===== src/sv/tlsce_pkg.sv =====
// tlsce_pkg: shared types and constants of the certificate extractor
// beat structs, parse phase codes and protocol field values
// no dependencies
package tlsce_pkg;

    // one input beat: frame byte with its end-of-frame mark
    typedef struct packed {
        logic [7:0] frame_byte;
        logic       frame_end;
    } t_in_beat;

    // one output beat: certificate byte with its last mark
    typedef struct packed {
        logic [7:0] cert_byte;
        logic       cert_last;
    } t_out_beat;

    // result of one accepted input beat
    typedef struct packed {
        logic      valid;
        t_out_beat beat;
    } t_emit;

    // parser status seen by the top level
    typedef struct packed {
        logic capture_pending;
    } t_parse_status;

    // parse phases
    localparam logic [3:0] PH_ETH     = 4'd0;
    localparam logic [3:0] PH_IP      = 4'd1;
    localparam logic [3:0] PH_TCP     = 4'd2;
    localparam logic [3:0] PH_REC     = 4'd3;
    localparam logic [3:0] PH_SKIP    = 4'd4;
    localparam logic [3:0] PH_REC2    = 4'd5;
    localparam logic [3:0] PH_CERTHDR = 4'd6;
    localparam logic [3:0] PH_CAPTURE = 4'd7;
    localparam logic [3:0] PH_IDLE    = 4'd8;

    // protocol constants
    localparam logic [15:0] ETH_LAST_IDX     = 16'd13;
    localparam logic [15:0] IP_PROTO_IDX     = 16'd9;
    localparam logic [7:0]  IP_PROTO_TCP     = 8'd6;
    localparam logic [5:0]  MIN_HDR_BYTES    = 6'd20;
    localparam logic [15:0] TCP_OFFSET_IDX   = 16'd12;
    localparam logic [7:0]  TLS_HANDSHAKE    = 8'd22;
    localparam logic [7:0]  HS_SERVER_HELLO  = 8'd2;
    localparam logic [7:0]  HS_CERTIFICATE   = 8'd11;
    localparam logic [15:0] REC_LEN_HI_IDX   = 16'd3;
    localparam logic [15:0] REC_LEN_LO_IDX   = 16'd4;
    localparam logic [15:0] REC_MSG_TYPE_IDX = 16'd5;
    localparam logic [15:0] CERT_LEN_END_IDX = 16'd3;
    localparam logic [15:0] CERT_HDR_END_IDX = 16'd6;
    localparam logic [15:0] SERVER_PORT_RST  = 16'd443;

endpackage


===== src/sv/tlsce_parser.sv =====
// tlsce_parser: frame parse state and per-beat decision
// one accepted beat updates the state and may produce one certificate byte
// depends on tlsce_pkg
module tlsce_parser (
    input  logic                    i_clk,
    input  logic                    i_rst_n,
    input  logic                    i_accept,
    input  tlsce_pkg::t_in_beat     i_beat,
    input  logic [15:0]             i_server_port,
    output tlsce_pkg::t_emit        o_emit,
    output tlsce_pkg::t_parse_status o_status
);

    logic [3:0]  r_phase, n_phase;
    logic [15:0] r_skip, n_skip;
    logic        r_rej, n_rej;
    logic [5:0]  r_ihb, n_ihb;
    logic [5:0]  r_thb, n_thb;
    logic [7:0]  r_port_hi, n_port_hi;
    logic [15:0] r_rec, n_rec;
    logic [23:0] r_rem, n_rem;

    logic [7:0]  b;
    logic [16:0] s_inc;
    logic [5:0]  ihb_now;
    logic [5:0]  thb_now;
    logic [15:0] port_now;
    logic [23:0] rem_dec;

    assign b        = i_beat.frame_byte;
    assign s_inc    = {1'b0, r_skip} + 17'd1;
    assign ihb_now  = (r_skip == 16'd0) ? {b[3:0], 2'b00} : r_ihb;
    assign thb_now  = (r_skip == tlsce_pkg::TCP_OFFSET_IDX) ? {b[7:4], 2'b00} : r_thb;
    assign port_now = {r_port_hi, b};
    assign rem_dec  = r_rem - 24'd1;

    // next state for one accepted beat
    always_comb begin
        n_phase   = r_phase;
        n_skip    = (r_skip != 16'hFFFF) ? r_skip + 16'd1 : r_skip;
        n_rej     = r_rej;
        n_ihb     = r_ihb;
        n_thb     = r_thb;
        n_port_hi = r_port_hi;
        n_rec     = r_rec;
        n_rem     = r_rem;
        o_emit    = '0;

        if (!r_rej) begin
            case (r_phase)
                tlsce_pkg::PH_ETH: begin
                    if (r_skip == tlsce_pkg::ETH_LAST_IDX) begin
                        n_phase = tlsce_pkg::PH_IP;
                        n_skip  = '0;
                    end
                end
                tlsce_pkg::PH_IP: begin
                    if (r_skip == 16'd0) begin
                        n_ihb = ihb_now;
                        if (ihb_now < tlsce_pkg::MIN_HDR_BYTES) n_rej = 1'b1;
                    end else if (r_skip == tlsce_pkg::IP_PROTO_IDX &&
                                 b != tlsce_pkg::IP_PROTO_TCP) begin
                        n_rej = 1'b1;
                    end
                    if (!n_rej && s_inc == {11'd0, ihb_now}) begin
                        n_phase = tlsce_pkg::PH_TCP;
                        n_skip  = '0;
                    end
                end
                tlsce_pkg::PH_TCP: begin
                    if (r_skip == 16'd0) begin
                        n_port_hi = b;
                    end else if (r_skip == 16'd1) begin
                        if (port_now != i_server_port) n_rej = 1'b1;
                    end else if (r_skip == tlsce_pkg::TCP_OFFSET_IDX) begin
                        n_thb = thb_now;
                        if (thb_now < tlsce_pkg::MIN_HDR_BYTES) n_rej = 1'b1;
                    end
                    if (!n_rej && r_skip >= tlsce_pkg::TCP_OFFSET_IDX &&
                        s_inc == {11'd0, thb_now}) begin
                        n_phase = (r_rem != '0) ? tlsce_pkg::PH_CAPTURE : tlsce_pkg::PH_REC;
                        n_skip  = '0;
                    end
                end
                tlsce_pkg::PH_REC: begin
                    if (r_skip == 16'd0) begin
                        if (b != tlsce_pkg::TLS_HANDSHAKE) n_rej = 1'b1;
                    end else if (r_skip == tlsce_pkg::REC_LEN_HI_IDX) begin
                        n_rec = {b, 8'h00};
                    end else if (r_skip == tlsce_pkg::REC_LEN_LO_IDX) begin
                        n_rec = {r_rec[15:8], b};
                    end else if (r_skip == tlsce_pkg::REC_MSG_TYPE_IDX) begin
                        if (b == tlsce_pkg::HS_SERVER_HELLO) begin
                            // server hello record is skipped whole
                            if (r_rec == 16'd0) begin
                                n_rej = 1'b1;
                            end else if (r_rec == 16'd1) begin
                                n_phase = tlsce_pkg::PH_REC2;
                                n_skip  = '0;
                            end else begin
                                n_phase = tlsce_pkg::PH_SKIP;
                                n_skip  = 16'd1;
                            end
                        end else if (b == tlsce_pkg::HS_CERTIFICATE) begin
                            n_phase = tlsce_pkg::PH_CERTHDR;
                            n_skip  = 16'd1;
                        end else begin
                            n_phase = tlsce_pkg::PH_IDLE;
                        end
                    end
                end
                tlsce_pkg::PH_SKIP: begin
                    if (s_inc >= {1'b0, r_rec}) begin
                        n_phase = tlsce_pkg::PH_REC2;
                        n_skip  = '0;
                    end
                end
                tlsce_pkg::PH_REC2: begin
                    if (r_skip == 16'd0) begin
                        if (b != tlsce_pkg::TLS_HANDSHAKE) n_rej = 1'b1;
                    end else if (r_skip == tlsce_pkg::REC_MSG_TYPE_IDX) begin
                        if (b == tlsce_pkg::HS_CERTIFICATE) begin
                            n_phase = tlsce_pkg::PH_CERTHDR;
                            n_skip  = 16'd1;
                        end else begin
                            n_phase = tlsce_pkg::PH_IDLE;
                        end
                    end
                end
                tlsce_pkg::PH_CERTHDR: begin
                    // 24-bit certificate length, then skip to the data
                    if (r_skip inside {[16'd1:tlsce_pkg::CERT_LEN_END_IDX]}) begin
                        n_rem = {r_rem[15:0], b};
                    end else if (r_skip >= tlsce_pkg::CERT_HDR_END_IDX) begin
                        n_phase = (r_rem != '0) ? tlsce_pkg::PH_CAPTURE : tlsce_pkg::PH_IDLE;
                        n_skip  = '0;
                    end
                end
                tlsce_pkg::PH_CAPTURE: begin
                    if (r_rem != '0) begin
                        n_rem                 = rem_dec;
                        o_emit.valid          = 1'b1;
                        o_emit.beat.cert_byte = b;
                        o_emit.beat.cert_last = (rem_dec == '0);
                    end
                    if (n_rem == '0) n_phase = tlsce_pkg::PH_IDLE;
                end
                default: begin
                end
            endcase
        end

        // frame end drops the partial parse, a pending capture survives
        if (i_beat.frame_end) begin
            if (n_phase == tlsce_pkg::PH_CERTHDR) n_rem = '0;
            n_phase = tlsce_pkg::PH_ETH;
            n_skip  = '0;
            n_rej   = 1'b0;
        end

        if (!i_accept) o_emit.valid = 1'b0;
    end

    // control state
    always_ff @(posedge i_clk) begin
        if (!i_rst_n) begin
            r_phase <= tlsce_pkg::PH_ETH;
            r_skip  <= '0;
            r_rej   <= 1'b0;
            r_rem   <= '0;
        end else if (i_accept) begin
            r_phase <= n_phase;
            r_skip  <= n_skip;
            r_rej   <= n_rej;
            r_rem   <= n_rem;
        end
    end

    // header fields
    always_ff @(posedge i_clk) begin
        if (i_accept) begin
            r_ihb     <= n_ihb;
            r_thb     <= n_thb;
            r_port_hi <= n_port_hi;
            r_rec     <= n_rec;
        end
    end

    assign o_status.capture_pending = (r_rem != '0);

endmodule


===== src/sv/tls_certificate_extractor.sv =====
// tls_certificate_extractor: top level with config register and output register
// depends on tlsce_pkg and tlsce_parser
//
// Usage:
//   Input channel (i_in_valid / o_in_ready / i_in_data) takes one frame byte per
//   beat, frame_end set on the final byte of each Ethernet frame.
//   Output channel (o_out_valid / i_out_ready / o_out_data) gives extracted
//   certificate bytes; cert_last marks the byte that uses up the length.
//   Config channel (i_cfg_valid / o_cfg_ready / i_cfg_data) writes the TCP
//   source port to inspect; it is always ready. Write only while idle.
//   Throughput: one input beat per cycle while the output is not stalled. Each
//   beat is parsed in the cycle it is accepted; its result, if any, is in the
//   output register on the next cycle.
//   Stall: while the output register holds an untaken beat and the receiver
//   is not ready, input is held off; when the receiver takes the beat the
//   next input beat is accepted in the same cycle.
//   Reset: synchronous, active low; parse restarts at the Ethernet header, no
//   capture pending, server port returns to 443, output register empty.
module tls_certificate_extractor (
    input  logic                 i_clk,
    input  logic                 i_rst_n,
    input  logic                 i_in_valid,
    output logic                 o_in_ready,
    input  tlsce_pkg::t_in_beat  i_in_data,
    output logic                 o_out_valid,
    input  logic                 i_out_ready,
    output tlsce_pkg::t_out_beat o_out_data,
    input  logic                 i_cfg_valid,
    output logic                 o_cfg_ready,
    input  logic [15:0]          i_cfg_data
);

    logic [15:0]              r_server_port;
    logic                     r_out_valid, n_out_valid;
    tlsce_pkg::t_out_beat     r_out_data;
    logic                     in_accept;
    tlsce_pkg::t_emit         emit;
    tlsce_pkg::t_parse_status status;

    // config register
    assign o_cfg_ready = 1'b1;
    always_ff @(posedge i_clk) begin
        if (!i_rst_n) begin
            r_server_port <= tlsce_pkg::SERVER_PORT_RST;
        end else if (i_cfg_valid) begin
            r_server_port <= i_cfg_data;
        end
    end

    // input beat accepted when the output register is free or draining
    assign o_in_ready = !r_out_valid || i_out_ready;
    assign in_accept  = i_in_valid && o_in_ready;

    tlsce_parser u_parser (
        .i_clk         (i_clk),
        .i_rst_n       (i_rst_n),
        .i_accept      (in_accept),
        .i_beat        (i_in_data),
        .i_server_port (r_server_port),
        .o_emit        (emit),
        .o_status      (status)
    );

    // output register
    always_comb begin
        n_out_valid = r_out_valid;
        if (r_out_valid && i_out_ready) n_out_valid = 1'b0;
        if (emit.valid) n_out_valid = 1'b1;
    end

    always_ff @(posedge i_clk) begin
        if (!i_rst_n) begin
            r_out_valid <= 1'b0;
        end else begin
            r_out_valid <= n_out_valid;
        end
    end

    always_ff @(posedge i_clk) begin
        if (emit.valid) begin
            r_out_data <= emit.beat;
        end
    end

    assign o_out_valid = r_out_valid;
    assign o_out_data  = r_out_data;

`ifndef SYNTHESIS
    // a beat is emitted only from a pending capture
    a_emit_needs_pending: assert property (@(posedge i_clk) disable iff (!i_rst_n)
        emit.valid |-> status.capture_pending)
        else $error("certificate byte emitted with no capture pending");

    // the last beat ends the capture
    a_last_ends_capture: assert property (@(posedge i_clk) disable iff (!i_rst_n)
        (emit.valid && emit.beat.cert_last) |=> !status.capture_pending)
        else $error("capture still pending after last certificate byte");

    // a non-last beat leaves the capture pending
    a_more_keeps_capture: assert property (@(posedge i_clk) disable iff (!i_rst_n)
        (emit.valid && !emit.beat.cert_last) |=> status.capture_pending)
        else $error("capture ended before last certificate byte");

    // output valid rises only after an accepted input beat
    a_out_from_input: assert property (@(posedge i_clk) disable iff (!i_rst_n)
        $rose(o_out_valid) |-> $past(in_accept))
        else $error("output beat without an accepted input beat");
`endif

endmodule


===== config.mk =====
export PLATFORM = sky130hd
export DESIGN_NAME = tls_certificate_extractor
export DESIGN_NICKNAME = d
export VERILOG_FILES = /design/src/sv/tlsce_pkg.sv /design/src/sv/tlsce_parser.sv /design/src/sv/tls_certificate_extractor.sv
export SDC_FILE = /design/constraint.sdc
export NUM_CORES = 1
export LEC_CHECK = 0
export ABC_AREA = 1
export BUFFER_PORTS_ARGS = -buffer_cell sky130_fd_sc_hd__buf_2
export CORE_MARGIN = 4
export CORE_UTILIZATION = 30
export DETAILED_ROUTE_END_ITERATION = 8
export PLACE_DENSITY = 0.53
export SLEW_MARGIN = 20
export SYNTH_ARGS = -nofsm -noshare
export SYNTH_HDL_FRONTEND = slang
export SYNTH_HIERARCHICAL = 1
export SYNTH_SLANG_ARGS = --single-unit

===== constraint.sdc =====
create_clock -name i_clk -period 4 [get_ports i_clk]
set_input_delay 0.2 -clock i_clk [delete_from_list [all_inputs] [get_ports i_clk]]
set_output_delay 0.2 -clock i_clk [all_outputs]
set_load 0.02 [all_outputs]

Yosys cells after proc, flatten, opt, wreduce, memory -nomap -nowiden:

Index checks and enable logic that the tools add are counted.

* mux-type cells: 83
* $add $sub $neg: 3
* eq/ne operators: 24
* magnitude comparators: 7
* reduce and logical (&&, ||, !) cells: 25
* bitwise logic cells: 5

Operators by type and width (count)
* two-way mux 16 bit: 19
* two-way mux 24 bit: 7
* case mux 16 bit (7 select lines): 1
* two-way mux 4 bit: 19
* equality test 16 x 4 -> 1 bit (second input constant): 3
* logical NOT 24 bit: 2
* case mux 24 bit (2 select lines): 1
* equality test 17 x 6 -> 1 bit: 2
* equality test 16 x 1 -> 1 bit (second input constant): 2
* equality test 16 x 3 -> 1 bit (second input constant): 2
* logical NOT 16 bit: 2
* case mux 4 bit (8 select lines): 1
* two-way mux 10 bit: 3
* two-way mux 1 bit: 27
* nonzero test 24 bit: 1
* subtractor 24 x 1 -> 24 bit (second input constant): 1
* equality test 4 x 3 -> 1 bit (second input constant): 5
* adder 16 x 1 -> 17 bit (second input constant): 1
* greater-or-equal comparator 17 x 16 -> 1 bit: 1
* adder 16 x 1 -> 16 bit (second input constant): 1
* equality test 16 x 2 -> 1 bit (second input constant): 1
* greater-or-equal comparator 16 x 1 -> 1 bit (second input constant): 1
* greater-or-equal comparator 16 x 3 -> 1 bit (second input constant): 1
* greater-or-equal comparator 16 x 4 -> 1 bit (second input constant): 1
* other kinds (24): 42

* logic and storage cells: 160
* input bits: 30
* output and inout port bits: 12
* flip-flop bits (word level): 107

Logic depth before layout (Yosys ltp):

* word-level depth: 18
* mapped depth: 25
* depth with buffers taken out: 24

Modules after synthesis:

The synthesis kept the hierarchy.

Modules (own cells, without submodules)
* tlsce_parser: cells each 1130, area an instance 7200.7 um^2, seq. area each 1981.9 um^2, times used 1
* tls_certificate_extractor: cells each 86, area an instance 877.1 um^2, seq. area each 610.6 um^2, times used 1

Worst setup path after synthesis:

Ideal clock, no wire load.

* kind: flip-flop to flip-flop
* start: register u_parser.r_skip[12]
* end: register u_parser.r_rec[0] (enable)
* setup slack: 1032 ps
* data required time: 3674 ps
* cell stages (with the launch flop): 10
* arrival: 2642 ps
* buffers on the path: 1
* cell sequence: dfxtp_1 nor2_1 nand2_1 nor2_4 buf_4 nand2_2 nor2_2 clkinv_1 nor4_1 a21o_1

* longest elaborated chain between the ends: 3
* elaborated cells on any way between the ends: 6
* those cells by class: eq/ne: 2; bitwise: 1; reduce/logical: 3

RTL lines
* start, declared: RTL line tlsce_parser.sv:15 `logic [15:0] r_skip, n_skip;`
* start signal, assigned: RTL line tlsce_parser.sv:173 `r_skip <= n_skip;`
* equality test 16 x 3 -> 1 bit, or another cell as far along: RTL line tlsce_parser.sv:90 `end else if (r_skip == tlsce_pkg::REC_LEN_LO_IDX) begin`
* nonzero test 2 bit (no source line) / inverter 1 bit (equally long branches)
* AND reduction 5 bit (no source line) (*)
* end signal, assigned: RTL line tlsce_parser.sv:185 `r_rec <= n_rec;`
* end, declared: RTL line tlsce_parser.sv:20 `logic [15:0] r_rec, n_rec;`

Every way passes the cells marked *; elsewhere a longest branch is shown, timed or not.
A chain may end at the register's enable or synchronous reset.

Final worst setup path:

* start: register u_parser.r_skip[0]
* end: register u_parser.r_rem[1]

* longest elaborated chain between the ends: 18
* elaborated cells on any way between the ends: 58
* those cells by class: add/sub: 1; order compare: 7; eq/ne: 10; mux: 32; reduce/logical: 8

RTL lines
* equality test 16 x 4 -> 1 bit: RTL line tlsce_parser.sv:33, tlsce_parser.sv:75
* two-way mux 6 bit: RTL line tlsce_parser.sv:33 `assign thb_now = (r_skip == tlsce_pkg::TCP_OFFSET_IDX) ? {b[7:4], 2'b00} : r_thb;`
* < comparator 6 x 5 -> 1 bit: RTL line tlsce_parser.sv:77 `if (thb_now < tlsce_pkg::MIN_HDR_BYTES) n_rej = 1'b1;`
* two-way mux 1 bit: RTL line tlsce_parser.sv:77
* two-way mux 1 bit: RTL line tlsce_parser.sv:75 `end else if (r_skip == tlsce_pkg::TCP_OFFSET_IDX) begin`
* two-way mux 1 bit: RTL line tlsce_parser.sv:73 `end else if (r_skip == 16'd1) begin`
* two-way mux 1 bit: RTL line tlsce_parser.sv:71 `if (r_skip == 16'd0) begin`
* two-way mux 1 bit: RTL line tlsce_parser.sv:50 `case (r_phase)`
* two-way mux 1 bit: RTL line tlsce_parser.sv:49 `if (!r_rej) begin`
* logical NOT 1 bit: RTL line tlsce_parser.sv:79 `if (!n_rej && r_skip >= tlsce_pkg::TCP_OFFSET_IDX &&`
* logical AND 1 bit (2 in series): RTL line tlsce_parser.sv:79
* two-way mux 4 bit: RTL line tlsce_parser.sv:79
* case mux 4 bit (8 select lines): RTL line tlsce_parser.sv:50
* two-way mux 4 bit: RTL line tlsce_parser.sv:49
* equality test 4 x 3 -> 1 bit: RTL line tlsce_parser.sv:155 `if (n_phase == tlsce_pkg::PH_CERTHDR) n_rem = '0;`
* two-way mux 24 bit: RTL line tlsce_parser.sv:155
* two-way mux 24 bit (*): RTL line tlsce_parser.sv:154 `if (i_beat.frame_end) begin`
* end signal, assigned: RTL line tlsce_parser.sv:175 `r_rem <= n_rem;`
* end, declared: RTL line tlsce_parser.sv:21 `logic [23:0] r_rem, n_rem;`

Every way passes the cells marked *; elsewhere a longest branch is shown, timed or not. The select of a mux whose other input is x is not followed.

==> impl_metrics.py <==
metrics = {
    "synthesis": {
        "post_synth_num_cell_types": 55,
        "ys.flop_type": "dfxtp_1",
        "synth_edf_count": 45,
        "ys_ff_latch": 107,
        "synth-compound-area-share_pct": 15.1,
        "post_synth_inst_count": 1216,
        "synth_xor_area_share_pct": 3.66,
        "synthArstFlopShare_pct": 0,
        "syn_nets": 1265,
        "synth_fa_ha_area_share_pct": 2.94,
        "yosys.area_share.simple_pct": 36.8,
        "syn_area_per_cell_um2": 6.64,
        "muxShareOfSynthArea_pct": 0,
        "yosys_warnings": 6,
        "synth_seq_area_share_pct": 32.1,
        "synth_area_um2": 8080,
        "synth_top_family_by_area": "simple AND/OR/NAND/NOR gates",
    },
    "hold_path": {
        "whs_path_depth": 3,
        "min_from": "i_cfg_data[1]",
        "hold_class": "in -> reg",
        "holdPathEnd": "r_server_port[1]$_SDFFE_PN1P_",
    },
    "floorplan": {
        "dieArea_um2": 29600,
        "start_util_pct": 30.7,
        "core.rowCount": 59,
        "dieWidth_um": 172,
        "dieHeight_um": 172,
        "ios": 42,
        "core_um2": 26300,
    },
    "timing": {
        "skew_ps": 15.9,
        "rsz0062_at_grt": "false",
        "setup_tns_ps": 0,
        "slew_violations": 0,
        "relSlewSlack_pct": 39.8,
        "setup_viol": 0,
        "worst_slew_pin_slew_ps": 900,
        "hold_violations": 0,
        "max_freq_mhz": 281,
        "fin_crit_sh_pct": 88.8,
        "min_period_ps": 3550,
    },
    "drt": {
        "via_count": 8152,
        "post_drt_via_cell_ratio": 5.14,
        "ant_nets": 0,
        "dr.pass1.iters": 6,
        "wl_um": 26000,
        "drtIter0Drc": 656,
        "drc_errors": 0,
        "wl_per_cell_um": 16.4,
    },
    "critical_path": {
        "end_kind": "register",
        "cp_slowest_stage_delay_ps": 450,
        "path_max_fanout": 24,
        "cp_slowest_cell": "dfxtp_1",
        "worstPathRequired_ps": 4240,
        "start_kind": "register",
        "ff2ff_setup_slack_ps": 450,
        "regToRegEndpoint": "u_parser/r_rem[1]$_SDFFE_PN0P_",
        "cp.arrival_ps": 3790,
        "setup.worst_path.class": "reg -> reg",
        "r2r-start": "u_parser/r_skip[0]$_SDFFE_PN0P_",
        "cpMostUsedCell": "nand2_1",
        "reg2regPathDepth": 22,
        "crit_chain": "ha_1 -> inv_1 -> nor2_4 -> nand2_1 -> xor2_1 -> inv_1 -> ha_1 -> a21oi_1 -> o21a_1 -> nand2_1 -> nand4_1 -> nand2_1 -> nand2_1 -> nand2_1 -> nand2_1 -> nand2_1 -> nand2_1 -> nand2_1 -> o21ai_2 -> nand3_4 -> nand2_1 -> a21oi_1",
    },
    "global_route": {
        "grt-ovfl-total": 0,
        "antenna_found_initial": 0,
        "grt_start_max_net_pins": 64,
        "grt_pass1_wl_um": 41600,
        "grt_pass1_vias": 7672,
        "grt.total_usage_pct": 17.6,
    },
    "cts": {
        "insertion_delay_ps": 370,
        "root_buffer": "clkbuf_16",
        "cts_buffer_depth": 2,
        "cts_htree_levels": 3,
        "cts_resized": 0,
        "clk_pin_slew_ps": 80,
        "cts_made_buffers": 9,
        "numClockSinks": 107,
        "cts_setup_buffers": 0,
        "cts_tree": "done",
        "hold_buffers": 0,
    },
    "power": {
        "power.leakage_nw": 3.88,
        "p_int_mw": 1.71,
        "vdd_ir_drop_max_v": 0.000194,
        "switching_share_pct": 26.3,
        "p_clk_share_pct": 42.4,
        "power_density_nw_per_um2": 259,
        "power_mw": 2.32,
        "p_switching_uw": 610,
        "p_seq_share_pct": 49.6,
        "combPwrFrac_pct": 8.1,
    },
    "run": {
        "cap_violations": 0,
    },
    "final_layout": {
        "seq_area_um2": 2590,
        "multi_input_area_um2": 4740,
        "diodes": 0,
        "fillCellCount": 2875,
        "fin_area_um2": 8960,
        "nNetsFinal": 1295,
        "drive_gt1_share_pct": 11.9,
        "area_delta_synth_final_pct": 10.9,
    },
    "placed_design": {
        "port_buffers": 40,
        "place_congestion": 0.910,
        "dp_hpwl_um": 19600,
        "dpl_cell_area_um2": 8630,
    },
    "status": {
        "outcome": "complete, no violations",
    },
}
logic make-up (layout without fill, tap and decap cells):
kind of cell	Yosys count	count (layout)
xor gates and xnor gates	32	32
buffers and inverters	181	216
AOI/OAI and AO/OA	199	199
other	1	1
DFF	107	107
and+or+nand+nor	677	677
adders and majority gates	19	19
per-stage QoR:
| step | cells | hold slack [ps] | setup slack [ps] | util, % |
|---|---|---|---|---|
| 3_3_place_gp | 1570 | 413 | 551 | 32.8 |
| 4_1_cts | 1586 | 35.0 | 465 | 34.1 |
| 5_1_grt | 1586 | 56.6 | 96.9 | 34.1 |
| 2_1_floorplan | 1216 | 299 | 1030 | - |
| 6_report | 1586 | 45.2 | 446 | 34.1 |
| 3_5_place_dp | 1570 | 416 | 473 | 32.8 |
flip-flops by register name, indices dropped and copies added (netlist names):
signal and cells:
u_parser/r_rec 16, u_parser/r_ihb 6, u_parser/r_skip 16, u_parser/r_rem 24
o_out_data 9, r_server_port 16, u_parser/r_rej 1, u_parser/r_port_hi 8
u_parser/r_thb 6, o_out_valid 1, u_parser/r_phase 4
critical path, delay by kind of cell, from the launching register on:
family | cells | cell delay [ps]
AOI/OAI and AO/OA | 4 | 560
xor gates and xnor gates | 1 | 240
DFF | 1 | 450
buffers and inverters | 2 | 210
and+or+nand+nor | 13 | 1400
adders and majority gates | 2 | 560
power by group through the flow:
stage / clock, mW / sequential, mW / combinational (mW)
2_1_floorplan: 0 / 1.18 / 0.120
3_3_place_gp: 0 / 1.18 / 0.186
3_5_place_dp: 0 / 1.18 / 0.187
4_1_cts: 1.02 / 1.15 / 0.188
5_1_grt: 1.06 / 1.15 / 0.211
6_report: 0.984 / 1.15 / 0.188
layer usage:
layer  up-vias  wire [um]  global-route usage (%)
met3        39       1030                    2.17
met1      3808      12000                    23.5
met5         -          0                       0
met4         0        501                    4.92
met2       214      12400                    30.0
li1       4091          -                       -
Yosys cell counts, types with 10 or more instances:
master | count | area (um2)
xor2_1 | 29 | 254
nand2_1 | 307 | 1150
inv_1 | 127 | 477
clkbuf_1 | 26 | 97.6
a21oi_2 | 11 | 96.3
a211oi_1 | 10 | 75.1
nand4_1 | 25 | 156
nor2_1 | 178 | 668
o211ai_1 | 17 | 128
o22ai_1 | 10 | 62.6
inv_2 | 10 | 37.5
nor2_2 | 13 | 81.3
nand2_2 | 16 | 100
o21ai_0 | 53 | 265
nor3_1 | 22 | 110
ha_1 | 19 | 238
nand3_1 | 87 | 435
nor2_4 | 10 | 113
a21oi_1 | 63 | 315
edfxtp_1 | 45 | 1350
dfxtp_1 | 62 | 1240
final cells by class:
class                   count  area share, %
multi-input cells         928           52.9
flip-flops and latches    107           28.9
inverters                 140           5.87
well taps                 335           4.68
repair buffers             60           3.91
clock buffers              11           3.07
clock inverters             5          0.601
placed cells by master (no fill, tap or decap), types with 21 or more instances in the layout:
| master | instances |
|---|---|
| inv_1 | 127 |
| nor3_1 | 21 |
| nand3_1 | 87 |
| nor2_1 | 178 |
| edfxtp_1 | 45 |
| o21ai_0 | 53 |
| nand2_1 | 307 |
| a21oi_1 | 63 |
| xor2_1 | 29 |
| buf_2 | 40 |
| dfxtp_1 | 62 |
| nand4_1 | 25 |
worst max-delay path by stage:
| stage | endpoint | from | slack, ps | depth (start not counted) |
|---|---|---|---|---|
| floorplan | u_parser/r_rec[0]$_SDFFCE_PP0P_ | u_parser/r_skip[12]$_SDFFE_PN0P_ | 1030 | 9 |
| global placement | u_parser/r_rem[12]$_SDFFE_PN0P_ | u_parser/r_skip[0]$_SDFFE_PN0P_ | 550 | 22 |
| detailed placement | u_parser/r_rem[1]$_SDFFE_PN0P_ | u_parser/r_skip[0]$_SDFFE_PN0P_ | 470 | 22 |
| CTS | u_parser/r_rem[1]$_SDFFE_PN0P_ | u_parser/r_skip[0]$_SDFFE_PN0P_ | 470 | 22 |
| global route | u_parser/r_rem[9]$_SDFFE_PN0P_ | u_parser/r_skip[0]$_SDFFE_PN0P_ | 100 | 22 |
| finish | u_parser/r_rem[1]$_SDFFE_PN0P_ | u_parser/r_skip[0]$_SDFFE_PN0P_ | 450 | 22 |
Note: power is estimated with default switching activity, not from simulation.
